**config.mk**
```make
export PLATFORM = sky130hd
export DESIGN_NAME = sorted_key_table
export DESIGN_NICKNAME = d
export VERILOG_FILES = /design/src/sv/skt_pkg.sv /design/src/sv/skt_mem.sv /design/src/sv/skt_ctrl.sv /design/src/sv/sorted_key_table.sv
export SDC_FILE = /design/constraint.sdc
export NUM_CORES = 2
export LEC_CHECK = 0
export BUFFER_PORTS_ARGS = -buffer_cell sky130_fd_sc_hd__buf_2
export CORE_AREA = 2 2 490 492
export DETAILED_ROUTE_END_ITERATION = 6
export DIE_AREA = 0 0 492 494
export HOLD_SLACK_MARGIN = 0.15
export PLACE_DENSITY_LB_ADDON = 0.08
export SETUP_SLACK_MARGIN = 0.15
export SYNTH_ARGS = -nofsm -noshare
export SYNTH_HDL_FRONTEND = slang
export SYNTH_SLANG_ARGS = --single-unit
```
**constraint.sdc**
```tcl
create_clock -name clock -period 5.85 [get_ports clock]
set_input_delay 1.17 -clock clock [delete_from_list [all_inputs] [get_ports clock]]
set_output_delay 1.17 -clock clock [all_outputs]
set_load 0.02 [all_outputs]
```
**src/sv/skt_pkg.sv**
```systemverilog
// Shared types and codes for the sorted key table
package skt_pkg;

   localparam int KEY_FIELD_W   = 16;
   localparam int COUNT_W       = 10;
   localparam int KIND_W        = 8;
   localparam int PAYLOAD_W     = COUNT_W + KIND_W;
   localparam int INDEX_W       = 6;
   localparam int STATUS_W      = 2;
   localparam int REQ_DATA_W    = 40;
   localparam int RSP_DATA_W    = 24;

   localparam logic ACT_INSERT = 1'b0;
   localparam logic ACT_LOOKUP = 1'b1;

   localparam logic [STATUS_W-1:0] ST_OK        = 2'd0;
   localparam logic [STATUS_W-1:0] ST_DUPLICATE = 2'd1;
   localparam logic [STATUS_W-1:0] ST_NOT_FOUND = 2'd2;
   localparam logic [STATUS_W-1:0] ST_FULL      = 2'd3;

   typedef struct packed {
      logic [STATUS_W-1:0] status;
      logic [KIND_W-1:0]   kind;
      logic [COUNT_W-1:0]  count;
      logic [INDEX_W-1:0]  index;
   } result_type;

endpackage

```
**src/sv/skt_mem.sv**
```systemverilog
// Single-port-write, single-port-read entry memory with registered read data
module skt_mem #(
   parameter int DEPTH = 64,
   parameter int WIDTH = 34
) (
   input  logic                     clock,
   input  logic                     wr_en,
   input  logic [$clog2(DEPTH)-1:0] wr_addr,
   input  logic [WIDTH-1:0]         wr_data,
   input  logic                     rd_en,
   input  logic [$clog2(DEPTH)-1:0] rd_addr,
   output logic [WIDTH-1:0]         rd_data
);

   logic [WIDTH-1:0] mem [DEPTH];
   logic [WIDTH-1:0] rd_data_ff;

   always_ff @(posedge clock) begin
      if (wr_en) begin
         mem[wr_addr] <= wr_data;
      end
   end

   always_ff @(posedge clock) begin
      if (rd_en) begin
         rd_data_ff <= mem[rd_addr];
      end
   end

   assign rd_data = rd_data_ff;

endmodule

```
**src/sv/skt_ctrl.sv**
```systemverilog
// Search, shift and insert sequencer with response register
module skt_ctrl import skt_pkg::*; #(
   parameter int TABLE_DEPTH = 64,
   parameter int KEY_BITS    = 16,
   parameter int AW          = $clog2(TABLE_DEPTH),
   parameter int EW          = KEY_BITS + PAYLOAD_W
) (
   input  logic                  clock,
   input  logic                  reset,
   input  logic                  req_valid,
   output logic                  req_ready,
   input  logic                  req_action,
   input  logic [KEY_FIELD_W-1:0] req_key,
   input  logic [COUNT_W-1:0]    req_count,
   input  logic [KIND_W-1:0]     req_kind,
   output logic                  rsp_valid,
   input  logic                  rsp_ready,
   output result_type            rsp_result,
   output logic                  mem_wr_en,
   output logic [AW-1:0]         mem_wr_addr,
   output logic [EW-1:0]         mem_wr_data,
   output logic                  mem_rd_en,
   output logic [AW-1:0]         mem_rd_addr,
   input  logic [EW-1:0]         mem_rd_data
);

   localparam int CW = $clog2(TABLE_DEPTH + 1);
   localparam int KW = (KEY_BITS < KEY_FIELD_W) ? KEY_BITS : KEY_FIELD_W;
   localparam logic [CW-1:0] FULL_COUNT = CW'(TABLE_DEPTH);

   localparam logic [2:0] S_IDLE  = 3'd0;
   localparam logic [2:0] S_PROBE = 3'd1;
   localparam logic [2:0] S_CMP   = 3'd2;
   localparam logic [2:0] S_SHIFT = 3'd3;
   localparam logic [2:0] S_WRITE = 3'd4;
   localparam logic [2:0] S_DONE  = 3'd5;

   logic [2:0]            state_ff, state_in;
   logic                  act_ff, act_in;
   logic [KEY_BITS-1:0]   key_ff, key_in;
   logic [COUNT_W-1:0]    cnt_ff, cnt_in;
   logic [KIND_W-1:0]     kind_ff, kind_in;
   logic [CW-1:0]         lo_ff, lo_in;
   logic [CW-1:0]         hi_ff, hi_in;
   logic [CW-1:0]         mid_ff, mid_in;
   logic [CW-1:0]         count_ff, count_in;
   logic                  hit_ff, hit_in;
   logic [PAYLOAD_W-1:0]  hit_pl_ff, hit_pl_in;
   logic [AW-1:0]         src_ff, src_in;
   logic                  more_ff, more_in;
   logic                  pend_ff, pend_in;
   logic [AW-1:0]         dst_ff, dst_in;
   result_type            res_ff, res_in;
   logic                  rsp_valid_ff, rsp_valid_in;
   result_type            rsp_data_ff, rsp_data_in;

   logic [CW-1:0]         mid;
   logic [KEY_BITS-1:0]   rd_key;
   logic [KEY_BITS-1:0]   req_key_m;

   assign mid       = lo_ff + ((hi_ff - lo_ff) >> 1);
   assign rd_key    = mem_rd_data[EW-1:PAYLOAD_W];
   assign req_key_m = KEY_BITS'(req_key[KW-1:0]);
   assign req_ready = (state_ff == S_IDLE);

   always_comb begin
      state_in    = state_ff;
      act_in      = act_ff;
      key_in      = key_ff;
      cnt_in      = cnt_ff;
      kind_in     = kind_ff;
      lo_in       = lo_ff;
      hi_in       = hi_ff;
      mid_in      = mid_ff;
      count_in    = count_ff;
      hit_in      = hit_ff;
      hit_pl_in   = hit_pl_ff;
      src_in      = src_ff;
      more_in     = more_ff;
      pend_in     = pend_ff;
      dst_in      = dst_ff;
      res_in      = res_ff;
      mem_wr_en   = 1'b0;
      mem_wr_addr = dst_ff;
      mem_wr_data = mem_rd_data;
      mem_rd_en   = 1'b0;
      mem_rd_addr = src_ff;
      case (state_ff)
         S_IDLE: begin
            if (req_valid) begin
               act_in   = req_action;
               key_in   = req_key_m;
               cnt_in   = req_count;
               kind_in  = req_kind;
               lo_in    = '0;
               hi_in    = count_ff;
               hit_in   = 1'b0;
               state_in = S_PROBE;
            end
         end
         S_PROBE: begin
            if (lo_ff < hi_ff) begin
               mem_rd_en   = 1'b1;
               mem_rd_addr = mid[AW-1:0];
               mid_in      = mid;
               state_in    = S_CMP;
            end else if (hit_ff) begin
               res_in   = '{status: (act_ff == ACT_LOOKUP) ? ST_OK : ST_DUPLICATE,
                            kind:   hit_pl_ff[KIND_W-1:0],
                            count:  hit_pl_ff[PAYLOAD_W-1:KIND_W],
                            index:  INDEX_W'(lo_ff)};
               state_in = S_DONE;
            end else if (act_ff == ACT_LOOKUP) begin
               res_in   = '{status: ST_NOT_FOUND, kind: '0, count: '0, index: '0};
               state_in = S_DONE;
            end else if (count_ff == FULL_COUNT) begin
               res_in   = '{status: ST_FULL, kind: '0, count: '0, index: '0};
               state_in = S_DONE;
            end else if (count_ff > lo_ff) begin
               src_in   = AW'(count_ff - 1'b1);
               more_in  = 1'b1;
               pend_in  = 1'b0;
               state_in = S_SHIFT;
            end else begin
               state_in = S_WRITE;
            end
         end
         S_CMP: begin
            if (rd_key < key_ff) begin
               lo_in = mid_ff + 1'b1;
            end else begin
               hi_in = mid_ff;
            end
            if (rd_key == key_ff) begin
               hit_in    = 1'b1;
               hit_pl_in = mem_rd_data[PAYLOAD_W-1:0];
            end
            state_in = S_PROBE;
         end
         S_SHIFT: begin
            mem_wr_en   = pend_ff;
            mem_wr_addr = dst_ff;
            mem_wr_data = mem_rd_data;
            if (more_ff) begin
               mem_rd_en   = 1'b1;
               mem_rd_addr = src_ff;
               pend_in     = 1'b1;
               dst_in      = src_ff + 1'b1;
               more_in     = (src_ff != lo_ff[AW-1:0]);
               src_in      = src_ff - 1'b1;
            end else begin
               pend_in = 1'b0;
               if (!pend_ff) begin
                  state_in = S_WRITE;
               end
            end
         end
         S_WRITE: begin
            mem_wr_en   = 1'b1;
            mem_wr_addr = lo_ff[AW-1:0];
            mem_wr_data = {key_ff, cnt_ff, kind_ff};
            count_in    = count_ff + 1'b1;
            res_in      = '{status: ST_OK, kind: kind_ff, count: cnt_ff,
                            index: INDEX_W'(lo_ff)};
            state_in    = S_DONE;
         end
         S_DONE: begin
            if (!rsp_valid_ff || rsp_ready) begin
               state_in = S_IDLE;
            end
         end
         default: begin
            state_in = S_IDLE;
         end
      endcase
   end

   always_comb begin
      rsp_valid_in = rsp_valid_ff;
      rsp_data_in  = rsp_data_ff;
      if (rsp_valid_ff && rsp_ready) begin
         rsp_valid_in = 1'b0;
      end
      if (state_ff == S_DONE && (!rsp_valid_ff || rsp_ready)) begin
         rsp_valid_in = 1'b1;
         rsp_data_in  = res_ff;
      end
   end

   always_ff @(posedge clock) begin
      if (reset) begin
         state_ff     <= S_IDLE;
         count_ff     <= '0;
         rsp_valid_ff <= 1'b0;
         more_ff      <= 1'b0;
         pend_ff      <= 1'b0;
      end else begin
         state_ff     <= state_in;
         count_ff     <= count_in;
         rsp_valid_ff <= rsp_valid_in;
         more_ff      <= more_in;
         pend_ff      <= pend_in;
      end
   end

   always_ff @(posedge clock) begin
      act_ff      <= act_in;
      key_ff      <= key_in;
      cnt_ff      <= cnt_in;
      kind_ff     <= kind_in;
      lo_ff       <= lo_in;
      hi_ff       <= hi_in;
      mid_ff      <= mid_in;
      hit_ff      <= hit_in;
      hit_pl_ff   <= hit_pl_in;
      src_ff      <= src_in;
      dst_ff      <= dst_in;
      res_ff      <= res_in;
      rsp_data_ff <= rsp_data_in;
   end

   assign rsp_valid  = rsp_valid_ff;
   assign rsp_result = rsp_data_ff;

endmodule

```
**src/sv/sorted_key_table.sv**
```systemverilog
// Sorted key table: ordered key store with binary-search lookup and sorted insert
//
// The req channel carries one command per transaction: tuser selects insert or
// lookup, tdata carries the key and, for an insert, the payload to store.
// The rsp channel returns exactly one transaction per command: tuser holds the
// status, tdata the sorted index and the stored payload of the entry.
// Entries live in one memory with a registered read; each binary-search probe
// is a read state followed by a compare state.
// A successful insert at position p first moves the upper entries one place up,
// one entry per cycle, then writes the new one.
// One command is worked on at a time; req_tready is high while the
// sequencer is idle, including while a finished result waits in the rsp register.
// When the receiver stalls, the result holds in that register and the next
// command is still searched, finishing once the register frees up.
// Reset empties the table at once; memory contents are not cleared.
module sorted_key_table import skt_pkg::*; #(
   parameter int TABLE_DEPTH = 64,
   parameter int KEY_BITS    = 16
) (
   input  logic                  clock,
   input  logic                  reset,
   input  logic                  req_tvalid,
   output logic                  req_tready,
   input  logic [REQ_DATA_W-1:0] req_tdata,  // key[15:0], operator_count[25:16],
                                             // queue_kind[33:26], zero[39:34]
   input  logic                  req_tuser,  // action
   output logic                  rsp_tvalid,
   input  logic                  rsp_tready,
   output logic [RSP_DATA_W-1:0] rsp_tdata,  // found_index[5:0],
                                             // found_operator_count[15:6],
                                             // found_queue_kind[23:16]
   output logic [STATUS_W-1:0]   rsp_tuser   // status
);

   localparam int AW = $clog2(TABLE_DEPTH);
   localparam int EW = KEY_BITS + PAYLOAD_W;

   logic          mem_wr_en;
   logic [AW-1:0] mem_wr_addr;
   logic [EW-1:0] mem_wr_data;
   logic          mem_rd_en;
   logic [AW-1:0] mem_rd_addr;
   logic [EW-1:0] mem_rd_data;
   result_type    result;

   skt_ctrl #(
      .TABLE_DEPTH (TABLE_DEPTH),
      .KEY_BITS    (KEY_BITS),
      .AW          (AW),
      .EW          (EW)
   ) u_ctrl (
      .clock       (clock),
      .reset       (reset),
      .req_valid   (req_tvalid),
      .req_ready   (req_tready),
      .req_action  (req_tuser),
      .req_key     (req_tdata[KEY_FIELD_W-1:0]),
      .req_count   (req_tdata[KEY_FIELD_W +: COUNT_W]),
      .req_kind    (req_tdata[KEY_FIELD_W+COUNT_W +: KIND_W]),
      .rsp_valid   (rsp_tvalid),
      .rsp_ready   (rsp_tready),
      .rsp_result  (result),
      .mem_wr_en   (mem_wr_en),
      .mem_wr_addr (mem_wr_addr),
      .mem_wr_data (mem_wr_data),
      .mem_rd_en   (mem_rd_en),
      .mem_rd_addr (mem_rd_addr),
      .mem_rd_data (mem_rd_data)
   );

   skt_mem #(
      .DEPTH (TABLE_DEPTH),
      .WIDTH (EW)
   ) u_mem (
      .clock   (clock),
      .wr_en   (mem_wr_en),
      .wr_addr (mem_wr_addr),
      .wr_data (mem_wr_data),
      .rd_en   (mem_rd_en),
      .rd_addr (mem_rd_addr),
      .rd_data (mem_rd_data)
   );

   assign rsp_tdata = {result.kind, result.count, result.index};
   assign rsp_tuser = result.status;

endmodule

```
**Word-level counts from Yosys, hierarchy flattened**

Memories as Yosys holds them, arrays and structs flattened. A register that Yosys moved wholly into a read port is not among the register bits.
Cells that the tools add are included.

- Mux-type cells: 57
- Add/subtract/negate cells: 7
- Reduce and logical (&&, ||, !) cells: 20
- $lt $le $gt $ge: 3
- Equal/unequal tests: 22

Operators with widths:

| kind | count |
|---|---|
| two-way mux 26 bit | 4 |
| two-way mux 6 bit | 9 |
| one-hot mux 26 bit (2 select lines) | 1 |
| two-way mux 34 bit | 1 |
| two-way mux 7 bit | 4 |
| one-hot mux 7 bit (2 select lines) | 2 |
| two-way mux 3 bit | 9 |
| two-way mux 1 bit | 20 |
| one-hot mux 3 bit (6 select lines) | 1 |
| equality test 16 bit | 1 |
| less-than comparator 16 bit | 1 |
| != test 2 bit (second input constant) | 8 |
| adder 7 x 1 -> 7 bit (second input constant) | 2 |
| one-hot mux 6 bit (2 select lines) | 1 |
| AND reduction 3 bit | 4 |
| subtractor 6 x 1 -> 6 bit (second input constant) | 2 |
| != test 2 x 1 -> 1 bit (second input constant) | 5 |
| one-hot mux 1 bit (2 select lines) | 5 |
| AND reduction 2 bit | 4 |
| nonzero test 2 bit | 4 |
| adder 7 x 6 -> 7 bit | 1 |
| equality test 7 bit (second input constant) | 1 |
| greater-than comparator 7 bit | 1 |
| less-than comparator 7 bit | 1 |
| other kinds (14) | 17 |

- Memory bits (writable): 2,176
- Output and inout port bits: 28
- Flip-flop bits (word level): 152
- Bits of input ports: 45
- Memories: 1

Memories:

| name | words | width | rd ports | clocked after memory_dff | write ports | RTL line | source |
|---|---|---|---|---|---|---|---|
| u_mem.mem | 64 | 34 | 1 | 1 | 1 | skt_mem.sv:15 | `logic [WIDTH-1:0] mem [DEPTH];` |

**Longest topological paths before layout**

- Depth in word-level cells: 7
- Depth in mapped cells: 19
- Gate-level depth less buffers: 16

**Modules after synthesis**

Synthesis repeated with hierarchy kept, for this count alone.

- Cells, all modules: 4,279
- Area, all modules: 91,376.4 um^2

By module, submodules not included:

| module | seq. area each (um^2) | cells an instance | times used | area an instance (um^2) |
|---|---|---|---|---|
| skt_mem | 66,363.6 | 3,744 | 1 | 84,115.7 |
| skt_ctrl | 4,434.3 | 535 | 1 | 7,260.7 |

**Least setup slack after synthesis**

No wires, ideal clock.

- Path type: reg-to-reg
- Start: reg u_ctrl.state_ff[1]
- End: mem u_mem.mem[0][18], data pin
- Arrival: 4,302 ps
- Period minus slack after synthesis: 5,004 ps
- Path slack: 846 ps
- Cell stages (with the launch flop): 10
- Cell sequence: dfxtp_1 > clkbuf_1 > inv_1 > nand2_1 > nor2_1 > clkbuf_1 > buf_2 > buf_1 > buf_2 > o21ai_0

- Cells in the longest elaborated chain, start to end: 2

Ends and longest elaborated chain:

| item | RTL line | source |
|---|---|---|
| from (decl) | skt_ctrl.sv:38 | `logic [2:0] state_ff, state_in;` |
| from (signal assigned) | skt_ctrl.sv:198 | `state_ff <= state_in;` |
| equality test 3 bit | skt_ctrl.sv:88 | `case (state_ff)` |
| two-way mux 34 bit | skt_ctrl.sv:88 |  |
| named net mem_wr_data[18] | sorted_key_table.sv:40 | `logic [EW-1:0] mem_wr_data;` |
| to (decl) | skt_mem.sv:15 |  |

The timed path passes the listed nets, and every way through them passes these cells.

**Worst setup path in the final report**

- Start: reg u_ctrl.lo_ff[1]
- End: reg u_mem.rd_data_ff[5] (netlist: u_mem.rd_data[5]) (read register of u_mem.mem), data pin

- Cells in the longest elaborated chain, start to end: 4
- Elaborated cells between the ends (all ways): 7
- Classes of those cells: add/sub (2); order compare (1); mux (4)

Ends and longest elaborated chain:

| item | RTL line | source |
|---|---|---|
| from (decl) | skt_ctrl.sv:43 | `logic [CW-1:0] lo_ff, lo_in;` |
| from (signal assigned) | skt_ctrl.sv:211 | `lo_ff <= lo_in;` |
| subtractor 7 bit | skt_ctrl.sv:61 | `assign mid = lo_ff + ((hi_ff - lo_ff) >> 1);` |
| adder 7 x 6 -> 7 bit | skt_ctrl.sv:61 |  |
| two-way mux 6 bit | skt_ctrl.sv:102 | `if (lo_ff < hi_ff) begin` |
| two-way mux 6 bit | n/a |  |
| to (decl) | skt_mem.sv:16 | `logic [WIDTH-1:0] rd_data_ff;` |

Parallel ways exist; a longest one is shown, timed or not.
A chain may end at the register's enable or synchronous reset.

==> impl_metrics.toml <==
[clock_network]
cts_made_buffers = 278
cts_max_level = 5
path_clk_slew_ns = 0.06
clkLatencyLatePin_ns = 0.92
cts_setup_buffers = 0
cts-hold-fix-buffers = 0
cts_tree = "done"
root_buffer = "clkbuf_16"
clock-sinks = 2362
cts_buffer_depth = 4
cts_resized = 0

[pwr]
p_sw_share_pct = 39.4
powerDensity_mw_per_mm2 = 588
vdd_drop_max_mv = 0.632
clkPwrFrac_pct = 24.9
switchingPower_mw = 25.2
p_int_mw = 38.8
leakagePower_nw = 35.2
pwr-share-comb_pct = 39.1
p_seq_share_pct = 36.0

[placement]
port_buffers = 66
dp_hpwl_mm = 171
post-place-cells = 9259
dp_slack_ns = 0.643
placed_area_sq_mm = 0.101
routabilityCongestion = 0.835

[synthesis]
synth_area_sq_mm = 0.0948
syn_inst = 6161
dominantRegCellSynth = "edfxtp_1"
synth.distinct_cells = 78
yosys.area.top_type_share_pct = 74.4
synth_edf_count = 2349
syn_nets = 6251
yosysSeqAreaShare_pct = 74.7
ys_ff_latch = 2362
syn_area_per_cell_sq_um = 15.4
async_flop_share_pct = 0
yosys.area.top_type = "edfxtp_1"
ys_warn_count = 0
synth.area.top_cells = "edfxtp_1 (74%), mux2i_1 (5.8%), nand3_1 (3.7%), o21ai_0 (2.4%), nand2_1 (1.3%)"

[route]
firstDrtPassIters = 5
drtAntennaViolNets = 0
drt-total-wl_mm = 299
vias = 56700
wl_per_cell_um = 30.7
drt_iter0_drc = 6095
routed_via_density = 5.83
drc = 0

[sta]
holdWs_ns = 0.414
period_minus_slack_ns = 5.23
finalSetupViolations = 0
worst_clock_skew_ns = 0.0510
period_share_pct = 89.5
relSlewSlack_pct = 21.2
setup_ws_ns = 0.616
drv_slew = 0
tns_ns = 0
rsz0062_at_grt = "no"
worst_pin_slew_ns = 1.18
fmax_mhz = 191
hold_violations = 0

[floorplanning]
io_pins = 73
chipHeight_um = 494
num_rows = 179
fp.coreArea_sq_mm = 0.237
die_width_um = 492
dieArea_sq_mm = 0.243
initial_core_util_pct = 39.9

[layout]
fill_cells = 20800
multi_input_area_sq_mm = 0.0224
regArea_sq_mm = 0.0708
stdcell_count = 9729
drive_gt1_share_pct = 13.6
area_growth_pct = 15.0
fin_area_sq_mm = 0.109
nets = 6462

[global_route]
track_usage_pct = 24.1
first_global_vias = 54900
antenna_found_initial = 11
grt_pass1_wl_mm = 420
grt_max_degree = 133
grt.overflow.total = 0

[worst_setup_path]
worstPathArrival_ns = 5.97
crit_required_ns = 6.58
start_kind = "flip-flop"
crit_type = "reg -> reg"
r2r_cells = 16
critPathCaptureType = "flip-flop"
critPathMaxFanout = 15

[hold_path]
hp-class = "reg -> reg"
hold_depth = 0

[flow_run]
cap_violations = 0

[status]
status = "complete, no violations"
## stage by stage
stage          utilization (%)  power [mW]
2_1_floorplan                -        37.2
3_3_place_gp              42.5        48.2
3_5_place_dp              42.5        48.4
4_1_cts                   45.9        64.4
5_1_grt                   45.9        66.5
6_report                  45.9        64.1
## per-layer routing
metal / vias up / share of wire (%) / routed length [um] / track usage, %
met5: - / 0 / 0 / 0
met4: 0 / 3.1 / 9110 / 7.49
met2: 2057 / 45 / 135000 / 37.0
li1: 24800 / - / - / -
met1: 29400 / 45 / 135000 / 35.3
met3: 395 / 6.4 / 19200 / 3.61
## critical path, stage by stage (launching register included)
cell and delay (ns):
edfxtp_1 0.53, inv_1 0.25, ha_1 0.37, nand3b_1 0.14, nand2_1 0.14, xor2_1 0.23
ha_1 0.27, and3_1 0.21, or3_1 0.44, nand2_1 0.22, nor3_1 0.14, a21oi_4 0.88
buf_4 0.34, buf_4 0.14, o2111ai_1 0.13, o2bb2ai_1 0.38, o2111ai_1 0.18
## cells by family after synthesis
family          after synthesis  synth area share (%)
xor+xnor                     32                 0.304
flops                      2362                  74.7
simple gates               1281                  6.40
fa+ha+maj                    45                 0.610
compound gates             1314                  8.77
mux                         630                  6.79
buf+inv                     497                  2.43
## flip-flops by register name, summed over array words and instances, names as in the netlist, 7 cells and up
name and flops:
u_ctrl.hit_pl_ff 18, u_mem.mem 2176, u_ctrl.count_ff 7, u_ctrl.res_ff 26, u_mem.rd_data 34, u_ctrl.key_ff 16
u_ctrl.cnt_ff 10, u_ctrl.lo_ff 7, u_ctrl.mid_ff 7, u_ctrl.kind_ff 8, u_ctrl.rsp_result 26, u_ctrl.hi_ff 7
## layout make-up
cell class	instances	share of cell area, %
inverter	43	0.148
timing repair buffer	385	3.21
sequential	2362	64.9
multi-input combinational	3302	20.6
clock inverter	112	0.718
tap	3167	3.63
clock buffer	356	6.79
antenna	2	0.00459
## Yosys cell counts (all sizes together) (38+ instances only)
| master | instances |
|---|---|
| nor2 | 114 |
| edfxtp | 2349 |
| buf | 193 |
| nand2 | 322 |
| o22ai | 170 |
| a31oi | 38 |
| inv | 42 |
| ha | 43 |
| a221oi | 102 |
| o21ai | 495 |
| clkbuf | 261 |
| nand4 | 76 |
| mux2 | 72 |
| a21oi | 228 |
| mux2i | 558 |
| o2111ai | 69 |
| nand3 | 702 |
| o2bb2ai | 102 |
## final timing paths
path	slack [ns]	endpoint	startpoint
worst max register to register	0.62	u_mem.rd_data[5]$_DFFE_PP_	u_ctrl.lo_ff[1]$_SDFFCE_PN0P_
worst max-delay path	0.62	u_mem.rd_data[5]$_DFFE_PP_	u_ctrl.lo_ff[1]$_SDFFCE_PN0P_
worst min register to register	0.41	u_ctrl.rsp_result[8]$_DFFE_PP_	u_ctrl.res_ff[8]$_DFFE_PP_
worst min-delay path	0.41	u_ctrl.rsp_result[8]$_DFFE_PP_	u_ctrl.res_ff[8]$_DFFE_PP_
## power by group through the flow
stage          combinational [mW]  sequential [mW]  clock [mW]
2_1_floorplan                14.1             23.1           0
3_3_place_gp                 24.9             23.4           0
3_5_place_dp                 25.1             23.4           0
4_1_cts                      25.1             23.0        16.3
5_1_grt                      26.6             23.1        16.9
6_report                     25.1             23.0        16.0
## cells in the final DEF (no fill, tap or decap), types with 13 or more instances in the layout
| cell type | count |
|---|---|
| o22ai_1 | 170 |
| o21ai_1 | 41 |
| inv_1 | 40 |
| xor2_1 | 14 |
| buf_12 | 61 |
| dfxtp_1 | 13 |
| a32oi_1 | 34 |
| a221oi_1 | 102 |
| mux2_2 | 42 |
| buf_4 | 257 |
| a21oi_1 | 226 |
| o2111ai_1 | 69 |
| edfxtp_1 | 2349 |
| a31oi_1 | 36 |
| o21ai_0 | 451 |
| xnor2_1 | 17 |
| nand3_1 | 702 |
| nor2_4 | 67 |
| ha_1 | 43 |
| clkinv_1 | 56 |
| mux2i_1 | 551 |
| clkbuf_1 | 71 |
| nand2_1 | 320 |
| o2bb2ai_1 | 102 |
| mux2_1 | 28 |
| a22o_1 | 18 |
| clkinv_2 | 34 |
| a21o_1 | 15 |
| clkbuf_16 | 285 |
| nor2_1 | 45 |
| buf_2 | 66 |
| nand4_1 | 75 |
Power figures use the tool's default switching activity.
